File: config.mk
export PLATFORM = sky130hd
export DESIGN_NAME = code_length_run_length_encoder
export DESIGN_NICKNAME = d
export VERILOG_FILES = /design/src/clrle_pkg.sv /design/src/clrle_front.sv /design/src/clrle_queue.sv /design/src/clrle_back.sv /design/src/code_length_run_length_encoder.sv
export SDC_FILE = /design/constraint.sdc
export NUM_CORES = 1
export LEC_CHECK = 0
export ABC_CLOCK_PERIOD_IN_PS = 8650
export BUFFER_PORTS_ARGS = -buffer_cell sky130_fd_sc_hd__clkbuf_2
export CAP_MARGIN = 20
export CORE_UTILIZATION = 62
export DETAILED_ROUTE_END_ITERATION = 16
export PLACE_DENSITY_LB_ADDON = 0.1
export SLEW_MARGIN = 10
export SYNTH_ARGS = -nofsm -noshare
export SYNTH_HDL_FRONTEND = slang
export SYNTH_SLANG_ARGS = --single-unit
File: constraint.sdc
create_clock -name aclk -period 8.65 [get_ports aclk]
set_clock_uncertainty 0.2 [all_clocks]
set_input_delay 2.1625 -clock aclk [delete_from_list [all_inputs] [get_ports aclk]]
set_output_delay 2.1625 -clock aclk [all_outputs]
set_load 0.01 [all_outputs]
File: src/clrle_pkg.sv
// Types, symbol codes and the run flush function of the code length encoder.
package clrle_pkg;

    // Code length alphabet symbols
    localparam logic [4:0] SYM_REPEAT     = 5'd16;
    localparam logic [4:0] SYM_ZERO_SHORT = 5'd17;
    localparam logic [4:0] SYM_ZERO_LONG  = 5'd18;

    // Extra bit widths per symbol
    localparam logic [2:0] BITS_REPEAT     = 3'd2;
    localparam logic [2:0] BITS_ZERO_SHORT = 3'd3;
    localparam logic [2:0] BITS_ZERO_LONG  = 3'd7;

    // Run limits
    localparam logic [7:0] RUN_MIN        = 8'd3;
    localparam logic [7:0] REPEAT_MAX     = 8'd6;
    localparam logic [7:0] ZERO_SHORT_MAX = 8'd10;
    localparam logic [7:0] ZERO_LONG_MIN  = 8'd11;
    localparam logic [7:0] ZERO_LONG_MAX  = 8'd138;

    // Results per input item, and candidate results before packing
    localparam int MAX_RES  = 3;
    localparam int NUM_CAND = 5;

    typedef struct packed {
        logic [4:0] symbol;
        logic [6:0] extra;
        logic [2:0] bits;
    } res_t;

    // Up to two results that a pending run stands for
    typedef struct packed {
        logic [1:0]       n;
        res_t [1:0]       res;
    } flush_t;

    // All results of one input item, res[0] goes out first
    typedef struct packed {
        logic             last;
        logic [1:0]       cnt;
        res_t [MAX_RES-1:0] res;
    } bundle_t;

    // Queue write port
    typedef struct packed {
        logic    valid;
        bundle_t data;
    } qwrite_t;

    function automatic res_t make_res(logic [4:0] sym, logic [6:0] extra, logic [2:0] bits);
        res_t r;
        r.symbol = sym;
        r.extra  = extra;
        r.bits   = bits;
        return r;
    endfunction

    // What a pending run of cnt copies of prev turns into
    function automatic flush_t flush_run(logic [3:0] prev, logic [7:0] cnt);
        flush_t     f;
        logic [7:0] short_extra;
        logic [7:0] long_extra;
        short_extra = cnt - RUN_MIN;
        long_extra  = cnt - ZERO_LONG_MIN;
        f = '0;
        if (cnt >= RUN_MIN) begin
            f.n = 2'd1;
            if (prev != 4'd0) begin
                f.res[0] = make_res(SYM_REPEAT, short_extra[6:0], BITS_REPEAT);
            end else if (cnt <= ZERO_SHORT_MAX) begin
                f.res[0] = make_res(SYM_ZERO_SHORT, short_extra[6:0], BITS_ZERO_SHORT);
            end else begin
                f.res[0] = make_res(SYM_ZERO_LONG, long_extra[6:0], BITS_ZERO_LONG);
            end
        end else begin
            // one or two copies go out as literals
            f.n      = cnt[1:0];
            f.res[0] = make_res({1'b0, prev}, 7'd0, 3'd0);
            f.res[1] = make_res({1'b0, prev}, 7'd0, 3'd0);
        end
        return f;
    endfunction

endpackage

File: src/clrle_front.sv
// Front end: run tracking and classification of each code length into result bundles.
module clrle_front (
    input  logic                 aclk,
    input  logic                 aresetn,
    input  logic                 accept,
    input  logic [3:0]           code_length,
    input  logic                 last_length,
    output clrle_pkg::qwrite_t   qwr
);

    logic [3:0] prev_reg, prev_next;
    logic [7:0] count_reg, count_next;

    logic              eq;
    logic [7:0]        cnt_inc;
    logic [3:0]        prev1;
    logic [7:0]        cnt1;
    logic              mid_v;
    clrle_pkg::res_t   mid_res;
    clrle_pkg::flush_t fa;
    clrle_pkg::flush_t fb;
    clrle_pkg::res_t   cand   [clrle_pkg::NUM_CAND];
    logic              cand_v [clrle_pkg::NUM_CAND];
    clrle_pkg::res_t [clrle_pkg::MAX_RES-1:0] slot;
    logic [2:0]        k;

    // Run bookkeeping for this item
    always_comb begin
        eq      = (code_length == prev_reg);
        cnt_inc = count_reg + 8'd1;
        fa      = clrle_pkg::flush_run(prev_reg, count_reg);
        mid_v   = 1'b0;
        mid_res = clrle_pkg::make_res({1'b0, code_length}, 7'd0, 3'd0);
        prev1   = code_length;
        cnt1    = cnt_inc;
        if (eq) begin
            if (prev_reg != 4'd0 && cnt_inc >= clrle_pkg::REPEAT_MAX) begin
                mid_v   = 1'b1;
                mid_res = clrle_pkg::make_res(clrle_pkg::SYM_REPEAT, 7'd3,
                                              clrle_pkg::BITS_REPEAT);
                cnt1    = 8'd0;
            end else if (prev_reg == 4'd0 && cnt_inc >= clrle_pkg::ZERO_LONG_MAX) begin
                mid_v   = 1'b1;
                mid_res = clrle_pkg::make_res(clrle_pkg::SYM_ZERO_LONG, 7'd127,
                                              clrle_pkg::BITS_ZERO_LONG);
                cnt1    = 8'd0;
            end
        end else begin
            // new length: literal if nonzero, else a zero run starts
            mid_v = (code_length != 4'd0);
            cnt1  = (code_length != 4'd0) ? 8'd0 : 8'd1;
        end
        fb = clrle_pkg::flush_run(prev1, cnt1);
    end

    // Candidate results in output order
    always_comb begin
        cand[0]   = fa.res[0];
        cand_v[0] = !eq && (fa.n != 2'd0);
        cand[1]   = fa.res[1];
        cand_v[1] = !eq && (fa.n == 2'd2);
        cand[2]   = mid_res;
        cand_v[2] = mid_v;
        cand[3]   = fb.res[0];
        cand_v[3] = last_length && (fb.n != 2'd0);
        cand[4]   = fb.res[1];
        cand_v[4] = last_length && (fb.n == 2'd2);
    end

    // Pack valid candidates into the bundle slots
    always_comb begin
        slot = '0;
        k    = 3'd0;
        for (int i = 0; i < clrle_pkg::NUM_CAND; i++) begin
            if (cand_v[i]) begin
                if (k < 3'(clrle_pkg::MAX_RES)) begin
                    slot[k[1:0]] = cand[i];
                end
                k = k + 3'd1;
            end
        end
        qwr.valid     = accept && (k != 3'd0);
        qwr.data.last = last_length;
        qwr.data.cnt  = k[1:0];
        qwr.data.res  = slot;
    end

    // State update; the last item returns to the start state
    always_comb begin
        prev_next  = prev_reg;
        count_next = count_reg;
        if (accept) begin
            prev_next  = last_length ? 4'd0 : prev1;
            count_next = last_length ? 8'd0 : cnt1;
        end
    end

    always_ff @(posedge aclk) begin
        if (!aresetn) begin
            prev_reg  <= 4'd0;
            count_reg <= 8'd0;
        end else begin
            prev_reg  <= prev_next;
            count_reg <= count_next;
        end
    end

endmodule

File: src/clrle_queue.sv
// Short bundle queue between the front and back ends.
module clrle_queue #(
    parameter int DEPTH = 4
) (
    input  logic                 aclk,
    input  logic                 aresetn,
    input  clrle_pkg::qwrite_t   qwr,
    input  logic                 pop,
    output logic                 full,
    output logic                 head_valid,
    output clrle_pkg::bundle_t   head
);

    localparam int PTR_W = (DEPTH > 1) ? $clog2(DEPTH) : 1;
    localparam int CNT_W = $clog2(DEPTH + 1);

    clrle_pkg::bundle_t mem_reg [DEPTH];
    logic [PTR_W-1:0] wr_ptr_reg, wr_ptr_next;
    logic [PTR_W-1:0] rd_ptr_reg, rd_ptr_next;
    logic [CNT_W-1:0] count_reg, count_next;
    logic             do_push;
    logic             do_pop;

    assign full       = (count_reg == CNT_W'(DEPTH));
    assign head_valid = (count_reg != '0);
    assign head       = mem_reg[rd_ptr_reg];
    assign do_push    = qwr.valid && !full;
    assign do_pop     = pop && head_valid;

    // Pointer and fill count
    always_comb begin
        wr_ptr_next = wr_ptr_reg;
        rd_ptr_next = rd_ptr_reg;
        count_next  = count_reg;
        if (do_push) begin
            wr_ptr_next = (wr_ptr_reg == PTR_W'(DEPTH - 1)) ? '0 : wr_ptr_reg + 1'b1;
        end
        if (do_pop) begin
            rd_ptr_next = (rd_ptr_reg == PTR_W'(DEPTH - 1)) ? '0 : rd_ptr_reg + 1'b1;
        end
        if (do_push && !do_pop) begin
            count_next = count_reg + 1'b1;
        end else if (do_pop && !do_push) begin
            count_next = count_reg - 1'b1;
        end
    end

    always_ff @(posedge aclk) begin
        if (!aresetn) begin
            wr_ptr_reg <= '0;
            rd_ptr_reg <= '0;
            count_reg  <= '0;
        end else begin
            wr_ptr_reg <= wr_ptr_next;
            rd_ptr_reg <= rd_ptr_next;
            count_reg  <= count_next;
        end
    end

    // Storage, no reset
    always_ff @(posedge aclk) begin
        if (do_push) begin
            mem_reg[wr_ptr_reg] <= qwr.data;
        end
    end

endmodule

File: src/clrle_back.sv
// Back end: serializes bundles into single results through the output register.
module clrle_back (
    input  logic                 aclk,
    input  logic                 aresetn,
    input  logic                 head_valid,
    input  clrle_pkg::bundle_t   head,
    output logic                 pop,
    output logic                 m_valid,
    input  logic                 m_ready,
    output logic [4:0]           m_symbol,
    output logic [6:0]           m_repeat_extra,
    output logic [2:0]           m_extra_bit_count,
    output logic                 m_final_symbol
);

    logic            valid_reg, valid_next;
    clrle_pkg::res_t res_reg, res_next;
    logic            final_reg, final_next;
    logic [1:0]      sub_reg, sub_next;
    logic            load;
    logic            at_end;

    // Load when the output slot is free or being taken
    assign load   = head_valid && (!valid_reg || m_ready);
    assign at_end = (sub_reg == head.cnt - 2'd1);
    assign pop    = load && at_end;

    always_comb begin
        valid_next = valid_reg;
        res_next   = res_reg;
        final_next = final_reg;
        sub_next   = sub_reg;
        if (load) begin
            valid_next = 1'b1;
            res_next   = head.res[sub_reg];
            final_next = head.last && at_end;
            sub_next   = at_end ? 2'd0 : sub_reg + 2'd1;
        end else if (m_ready) begin
            valid_next = 1'b0;
        end
    end

    always_ff @(posedge aclk) begin
        if (!aresetn) begin
            valid_reg <= 1'b0;
            sub_reg   <= 2'd0;
        end else begin
            valid_reg <= valid_next;
            sub_reg   <= sub_next;
        end
    end

    // Payload, no reset
    always_ff @(posedge aclk) begin
        res_reg   <= res_next;
        final_reg <= final_next;
    end

    assign m_valid           = valid_reg;
    assign m_symbol          = res_reg.symbol;
    assign m_repeat_extra    = res_reg.extra;
    assign m_extra_bit_count = res_reg.bits;
    assign m_final_symbol    = final_reg;

endmodule

File: src/code_length_run_length_encoder.sv
// Top level of the Deflate code length run-length encoder.
// Input channel (s_): one Huffman code length per transfer, 0 to 15, with
// s_last_length marking the final length of a sequence.
// Output channel (m_): Deflate code length symbols 0-18 with their repeat
// extra value and its bit count; m_final_symbol marks the sequence's last one.
// Each input transfer yields zero to three results; they are packed by the
// front end into one bundle, queued, and sent out one per cycle while m_ready is high.
// Throughput: one input transfer per cycle while the queue has room, and one
// result per cycle at the output while m_ready is high; an item's results go out in turn.
// With the queue empty, a result passes through the queue and then the output
// register before it becomes valid on m_.
// When the receiver stalls, the output register holds and the queue fills;
// s_ready drops only once QUEUE_DEPTH bundles are waiting.
// Reset (aresetn low, synchronous) empties the queue and output register and
// starts a new sequence; the end of a sequence does the same for run state.
module code_length_run_length_encoder #(
    parameter int QUEUE_DEPTH = 4
) (
    input  logic       aclk,
    input  logic       aresetn,
    input  logic       s_valid,
    output logic       s_ready,
    input  logic [3:0] s_code_length,
    input  logic       s_last_length,
    output logic       m_valid,
    input  logic       m_ready,
    output logic [4:0] m_symbol,
    output logic [6:0] m_repeat_extra,
    output logic [2:0] m_extra_bit_count,
    output logic       m_final_symbol
);

    clrle_pkg::qwrite_t qwr;
    clrle_pkg::bundle_t head;
    logic               full;
    logic               head_valid;
    logic               pop;
    logic               accept;

    assign s_ready = !full;
    assign accept  = s_valid && !full;

    clrle_front u_front (
        .aclk        (aclk),
        .aresetn     (aresetn),
        .accept      (accept),
        .code_length (s_code_length),
        .last_length (s_last_length),
        .qwr         (qwr)
    );

    clrle_queue #(
        .DEPTH (QUEUE_DEPTH)
    ) u_queue (
        .aclk       (aclk),
        .aresetn    (aresetn),
        .qwr        (qwr),
        .pop        (pop),
        .full       (full),
        .head_valid (head_valid),
        .head       (head)
    );

    clrle_back u_back (
        .aclk              (aclk),
        .aresetn           (aresetn),
        .head_valid        (head_valid),
        .head              (head),
        .pop               (pop),
        .m_valid           (m_valid),
        .m_ready           (m_ready),
        .m_symbol          (m_symbol),
        .m_repeat_extra    (m_repeat_extra),
        .m_extra_bit_count (m_extra_bit_count),
        .m_final_symbol    (m_final_symbol)
    );

endmodule

==> results.yml, run 1 <==
critical_path:
  max_stage_delay_ps: 550
  cp.required_ps: 8850
  crit_path_end_kind: "flip-flop"
  path_max_fanout: 12
  start_kind: "primary input"
  worstPathArrival_ps: 7930
  crit_type: "in -> reg"
  crit_slowest_cell: "nor4_4"
synthesis:
  synth_edf_count: 195
  yosysTopAreaCell: "edfxtp_1"
  ys.flop_type: "edfxtp_1"
  synth-seq-cells: 219
  synth_simple_gate_area_share_pct: 9.903
  muxShareOfSynthArea_pct: 11.92
  avgSynthCellArea_um2: 14.21
  synth-compound-area-share_pct: 8.794
  ys_types: 78
  synth_top_area_share_pct: 57.00
  yosysWarnings: 0
  seq_area_frac_synth_pct: 61.68
  synth_fa_ha_area_share_pct: 2.801
  synth_area_leaders: "edfxtp_1 (57%), mux4_2 (9.9%), dfxtp_1 (4.7%)"
  synth_top_family_by_area: "multiplexers"
  synth_area_um2: 10270
  synthArstFlopShare_pct: 0
  synth_xor_area_share_pct: 1.876
  syn-instance-count: 723
  synth_fp_nets: 752
floorplan:
  die_area_um2: 17090
  io_pins: 27
  rows: 46
  start_util_pct: 64.20
  die_width_um: 130.7
  core_area_um2: 16000
  die_h_um: 130.7
global_route:
  grt_util_all_layers_pct: 29.92
  grt_pass1_wl_um: 37000
  grt_overflow: 0
  grt_max_degree: 46
  antenna_found_initial: 0
  grt_pass1_vias: 6451
clocking:
  ctsHoldBuffers: 0
  htreeDepth: 1
  cts_root_buffer: "clkbuf_16"
  cts_buffers: 21
  clock-sinks: 219
  post_cts_buffers: 0
  ctsLongestPathBuffers: 3
  cts_tree: "done"
  clkTransAtPathRegs_ps: 60
  cts_resized: 0
  clk_latency_ps: 480
detailed_routing:
  firstDrtPassIters: 5
  totalWireLength_um: 24530
  drtIter0Drc: 714
  wl_per_cell_um: 25.24
  drc: 0
  vias: 6438
  vias_per_cell: 6.623
  final_antenna_net_count: 0
power:
  internal_power_mw: 2.157
  combPwrFrac_pct: 25.8
  p_seq_share_pct: 46.8
  p_sw_share_pct: 28.69
  vdd_ir_drop_max_mv: 0.3126
  p_switching_mw: 0.8679
  finalPower_mw: 3.025
  p_clk_share_pct: 27.3
  power_density_nw_per_um2: 268.9
  p_leak_nw: 3.920
placement:
  portBuffers: 26
  place_ws_ps: 494.5
  dpl.hpwl_um: 15750
  gp_congestion: 0.9390
sta:
  max_slew_margin_pct: 33.98
  tightest_slew_ps: 990.3
  period_minus_slack_ps: 7730
  period_share_pct: 89.37
  setup_ws_ps: 919.7
  setup_viol: 0
  rsz0062_at_grt: "no"
  setup_tns_ps: 0
  finalHoldViolations: 0
  fmax_mhz: 129.4
  slew_viol_final: 0
min_path:
  holdCritPathClass: "reg -> reg"
flow_run:
  cap_viol_max_count: 0
finish:
  layout.nets: 774
  layout-drive-gt1-share_pct: 18.65
  largest_reg_flops: 180
  insertedDiodeCount: 0
  fillerInstances: 1071
  syn_to_final_growth_pct: 9.501
  final_core_util_pct: 70.30
status:
  outcome: "completed"
==> final cells by class <==
cell class	instances	area (um^2)	share of cell area [%]
Clock buffer	24	536.8	4.772
Clock inverter	10	73.82	0.6563
Timing Repair Buffer	38	270.3	2.403
Inverter	34	127.6	1.135
Tap cell	216	270.3	2.403
Sequential cell	219	6339	56.35
Multi-Input combinational cell	431	3631	32.28
==> cells in the mapped netlist, types with 6 or more instances <==
cell / n
edfxtp_1: 195
nor2_1: 49
mux4_2: 45
nand2_1: 39
inv_1: 32
a21oi_1: 26
dfxtp_1: 24
o21ai_0: 24
mux2i_1: 20
clkbuf_1: 19
ha_1: 19
o22ai_1: 18
nor3_1: 16
nor2b_1: 15
nand3_1: 14
and2_1: 13
xor2_1: 12
xnor2_1: 10
buf_2: 8
buf_1: 7
nor4_1: 6
==> routing by layer <==
| metal | up-vias | global-route usage (%) | share of wire [%] |
|---|---|---|---|
| met3 | 51 | 4.316 | 8.0 |
| met2 | 330 | 50.39 | 50 |
| met1 | 3206 | 40.04 | 39 |
| met4 | 0 | 10.75 | 2.8 |
| met5 | - | 0 | 0 |
| li1 | 2851 | - | - |
==> worst paths after layout <==
kind                                             end            startpoint  depth (start not counted)  slack (ps)
worst max-delay path            u_queue.count_reg[2]      s_code_length[2]                         25         920
worst min-delay path                  u_back.m_valid        u_back.m_valid                          2         300
worst max register to register  u_queue.count_reg[2]  u_front.count_reg[1]                         23        1240
worst min register to register        u_back.m_valid        u_back.m_valid                          2         300
==> critical path, delay by kind of cell <==
kind / cells / cell delay, ps
xor+xnor: 2 / 370
simple gates: 9 / 2340
fa+ha+maj: 4 / 1240
buf+inv: 4 / 480
compound gates: 6 / 1340
==> metrics by stage <==
step                hold WS, ps  instance area (um^2)  std cells
floorplan                 267.7                 10270        723
CTS                       303.0                 11250        972
global placement          275.7                 10640        938
detailed placement        295.5                 10640        938
global route              337.1                 11250        972
finish                    296.2                 11250        972
==> power by group through the flow <==
stage,logic (mW),registers (mW),clock network [mW]
floorplan,0.532,1.44,0
global placement,0.749,1.42,0
detailed placement,0.772,1.44,0
CTS,0.793,1.42,0.837
global route,0.849,1.43,0.874
finish,0.782,1.42,0.827
==> cell families after synthesis <==
family	count (synthesis)
buffers and inverters	73
DFF	219
and+or+nand+nor	191
xor gates and xnor gates	22
AOI/OAI and AO/OA	129
muxes	66
adders and majority gates	23
==> layout by cell type (no fill, tap or decap), types with 5 or more instances in the layout <==
cell	synthesis	layout
buf_4	3	8
clkbuf_2	0	26
a22oi_1	5	5
a21oi_1	26	26
o22ai_1	18	18
ha_1	19	19
nand3_1	14	14
xnor2_1	10	10
inv_1	32	32
clkbuf_16	0	21
mux4_2	45	45
nor4_1	6	6
nor3_1	16	16
or3_1	5	5
nand4_1	5	5
nor2_1	49	49
dfxtp_1	24	22
and2_1	13	9
a211oi_1	5	5
mux2i_1	20	20
nor2b_1	15	15
xor2_1	12	12
a211o_1	5	5
edfxtp_1	195	195
o21ai_0	24	24
nand2_1	39	39
(Power assumes the default switching activity.)
==> run 2, diff against run 1 <==
--- a/config.mk
+++ b/config.mk
@@ -10,7 +10,7 @@
 export CAP_MARGIN = 20
 export CORE_UTILIZATION = 62
 export DETAILED_ROUTE_END_ITERATION = 16
-export PLACE_DENSITY_LB_ADDON = 0.1
+export PLACE_DENSITY = 0.79
 export SLEW_MARGIN = 10
 export SYNTH_ARGS = -nofsm -noshare
 export SYNTH_HDL_FRONTEND = slang
==> run 2 against run 1 <==
First-iteration DRC count shrank 10%. Sequential power is essentially flat. Hold slack lost 4.8 ps.
==> results.yml, run 2 (synthesis gave the netlist of run 1 again) <==
detailed_routing:
  wl_per_cell_um: 26.30
  totalWireLength_um: 25690
  vias_per_cell: 6.705
  final_antenna_net_count: 0
  drtIter0Drc: 642
  drc: 0
  firstDrtPassIters: 5
  vias: 6551
sta:
  period_minus_slack_ps: 7539
  finalHoldViolations: 0
  max_slew_margin_pct: 39.70
  rsz0062_at_grt: "no"
  slew_viol_final: 0
  period_share_pct: 87.16
  tightest_slew_ps: 901.8
  setup_tns_ps: 0
  setup_viol: 0
  fmax_mhz: 132.6
clocking:
  post_cts_buffers: 0
  cts_tree: "done"
  cts_root_buffer: "clkbuf_16"
  ctsLongestPathBuffers: 3
  cts_buffers: 22
  clock-sinks: 219
  ctsHoldBuffers: 0
  clk_latency_ps: 500
  clkTransAtPathRegs_ps: 60
  htreeDepth: 1
  cts_resized: 0
finish:
  largest_reg_flops: 180
  syn_to_final_growth_pct: 10.43
  layout.nets: 775
  insertedDiodeCount: 0
  final_cell_area_um2: 11340
  final_common_cell: "edfxtp_1"
  layout-drive-gt1-share_pct: 18.79
  final_cell_mix: "edfxtp_1 (195), nor2_1 (49), mux4_2 (45)"
  fillerInstances: 1056
power:
  finalPower_mw: 3.152
  p_leak_nw: 3.962
  p_seq_share_pct: 45.1
  internal_power_mw: 2.234
  vdd_ir_drop_max_mv: 0.1880
  combPwrFrac_pct: 24.9
  p_sw_share_pct: 29.13
  p_clk_share_pct: 30.1
  power_density_nw_per_um2: 277.9
  p_switching_mw: 0.9181
critical_path:
  ff2ff_path_depth: 23
  timing.rr.start: "u_front.count_reg[0]"
  worstPathArrival_ps: 7740
  cp.required_ps: 8850
  crit_type: "in -> reg"
  start_kind: "primary input"
  path_max_fanout: 8
  crit_path_end_kind: "flip-flop"
  timing.critical_path.from: "s_code_length[2]"
placement:
  portBuffers: 26
  dpl.hpwl_um: 15410
  place_area_um2: 10640
  gp_congestion: 0.8970
floorplan:
  rows: 46
  die_h_um: 130.7
  die_width_um: 130.7
  start_util_pct: 64.20
  io_pins: 27
  core_area_um2: 16000
  die_area_um2: 17090
global_route:
  grt_overflow: 0
  grt_util_all_layers_pct: 31.50
  antenna_found_initial: 0
  grt_max_degree: 46
  grt_pass1_vias: 6561
  grt_pass1_wl_um: 38790
min_path:
  worstHoldStart: "u_back.m_valid"
  holdPathStages: 2
  holdCritPathClass: "reg -> reg"
flow_run:
  cap_viol_max_count: 0
status:
  outcome: "completed"
run 2: worst paths after layout:
check	endpoint	slack, ps
worst max-delay path	u_queue.count_reg[2]	1110
worst min-delay path	u_back.m_valid	290
worst max register to register	u_queue.count_reg[2]	1490
worst min register to register	u_back.m_valid	290
run 2: routing by layer:
layer / global-route usage, % / vias to the layer above / routed length, um
met2: 52.01 / 343 / 12680
li1: - / 2844 / -
met5: 0 / - / 0
met4: 13.05 / 0 / 895
met1: 42.28 / 3295 / 10310
met3: 4.560 / 69 / 1814
run 2: worst max-delay path, stage by stage:
cell and delay [ps]:
clkbuf_2 160, xor2_1 210, nor4_4 400, nand4_1 270, and2_1 260, o22ai_1 360
ha_1 370, inv_1 150, nand3_1 170, o41ai_2 120, a21oi_2 330, nor2_1 100
nor2_1 220, inv_1 100, ha_1 210, and4_1 190, nand3_1 70, o211a_1 160
a32o_1 280, ha_1 250, inv_1 70, fa_1 430, xor2_1 180, or3_1 300
a21boi_0 210
run 2: cell type report:
| class | count | area [um^2] | area share, % |
|---|---|---|---|
| clock buffers | 28 | 594.3 | 5.239 |
| clock inverters | 11 | 111.4 | 0.9817 |
| inverters | 34 | 127.6 | 1.125 |
| multi-input cells | 431 | 3631 | 32.01 |
| flip-flops and latches | 219 | 6339 | 55.88 |
| well taps | 216 | 270.3 | 2.383 |
| repair buffers | 38 | 270.3 | 2.383 |
run 2: through the flow:
stage                     instances  worst slack [ps]  utilization [%]  hold WS, ps
after floorplan                 723             951.8                -        267.7
after global placement          938             957.5            66.48        271.1
after detailed placement        938             673.5            66.48        292.0
after CTS                       977              1171            70.89        296.5
after global routing            977             707.0            70.89        333.2
final                           977              1111            70.89        291.4
run 2: power groups by stage:
stage	logic [mW]	clock network [mW]	registers, mW
2_1_floorplan	0.532	0	1.44
3_5_place_dp	0.761	0	1.43
5_1_grt	0.845	0.997	1.44
6_report	0.783	0.947	1.42
4_1_cts	0.788	0.952	1.42
3_3_place_gp	0.745	0	1.42
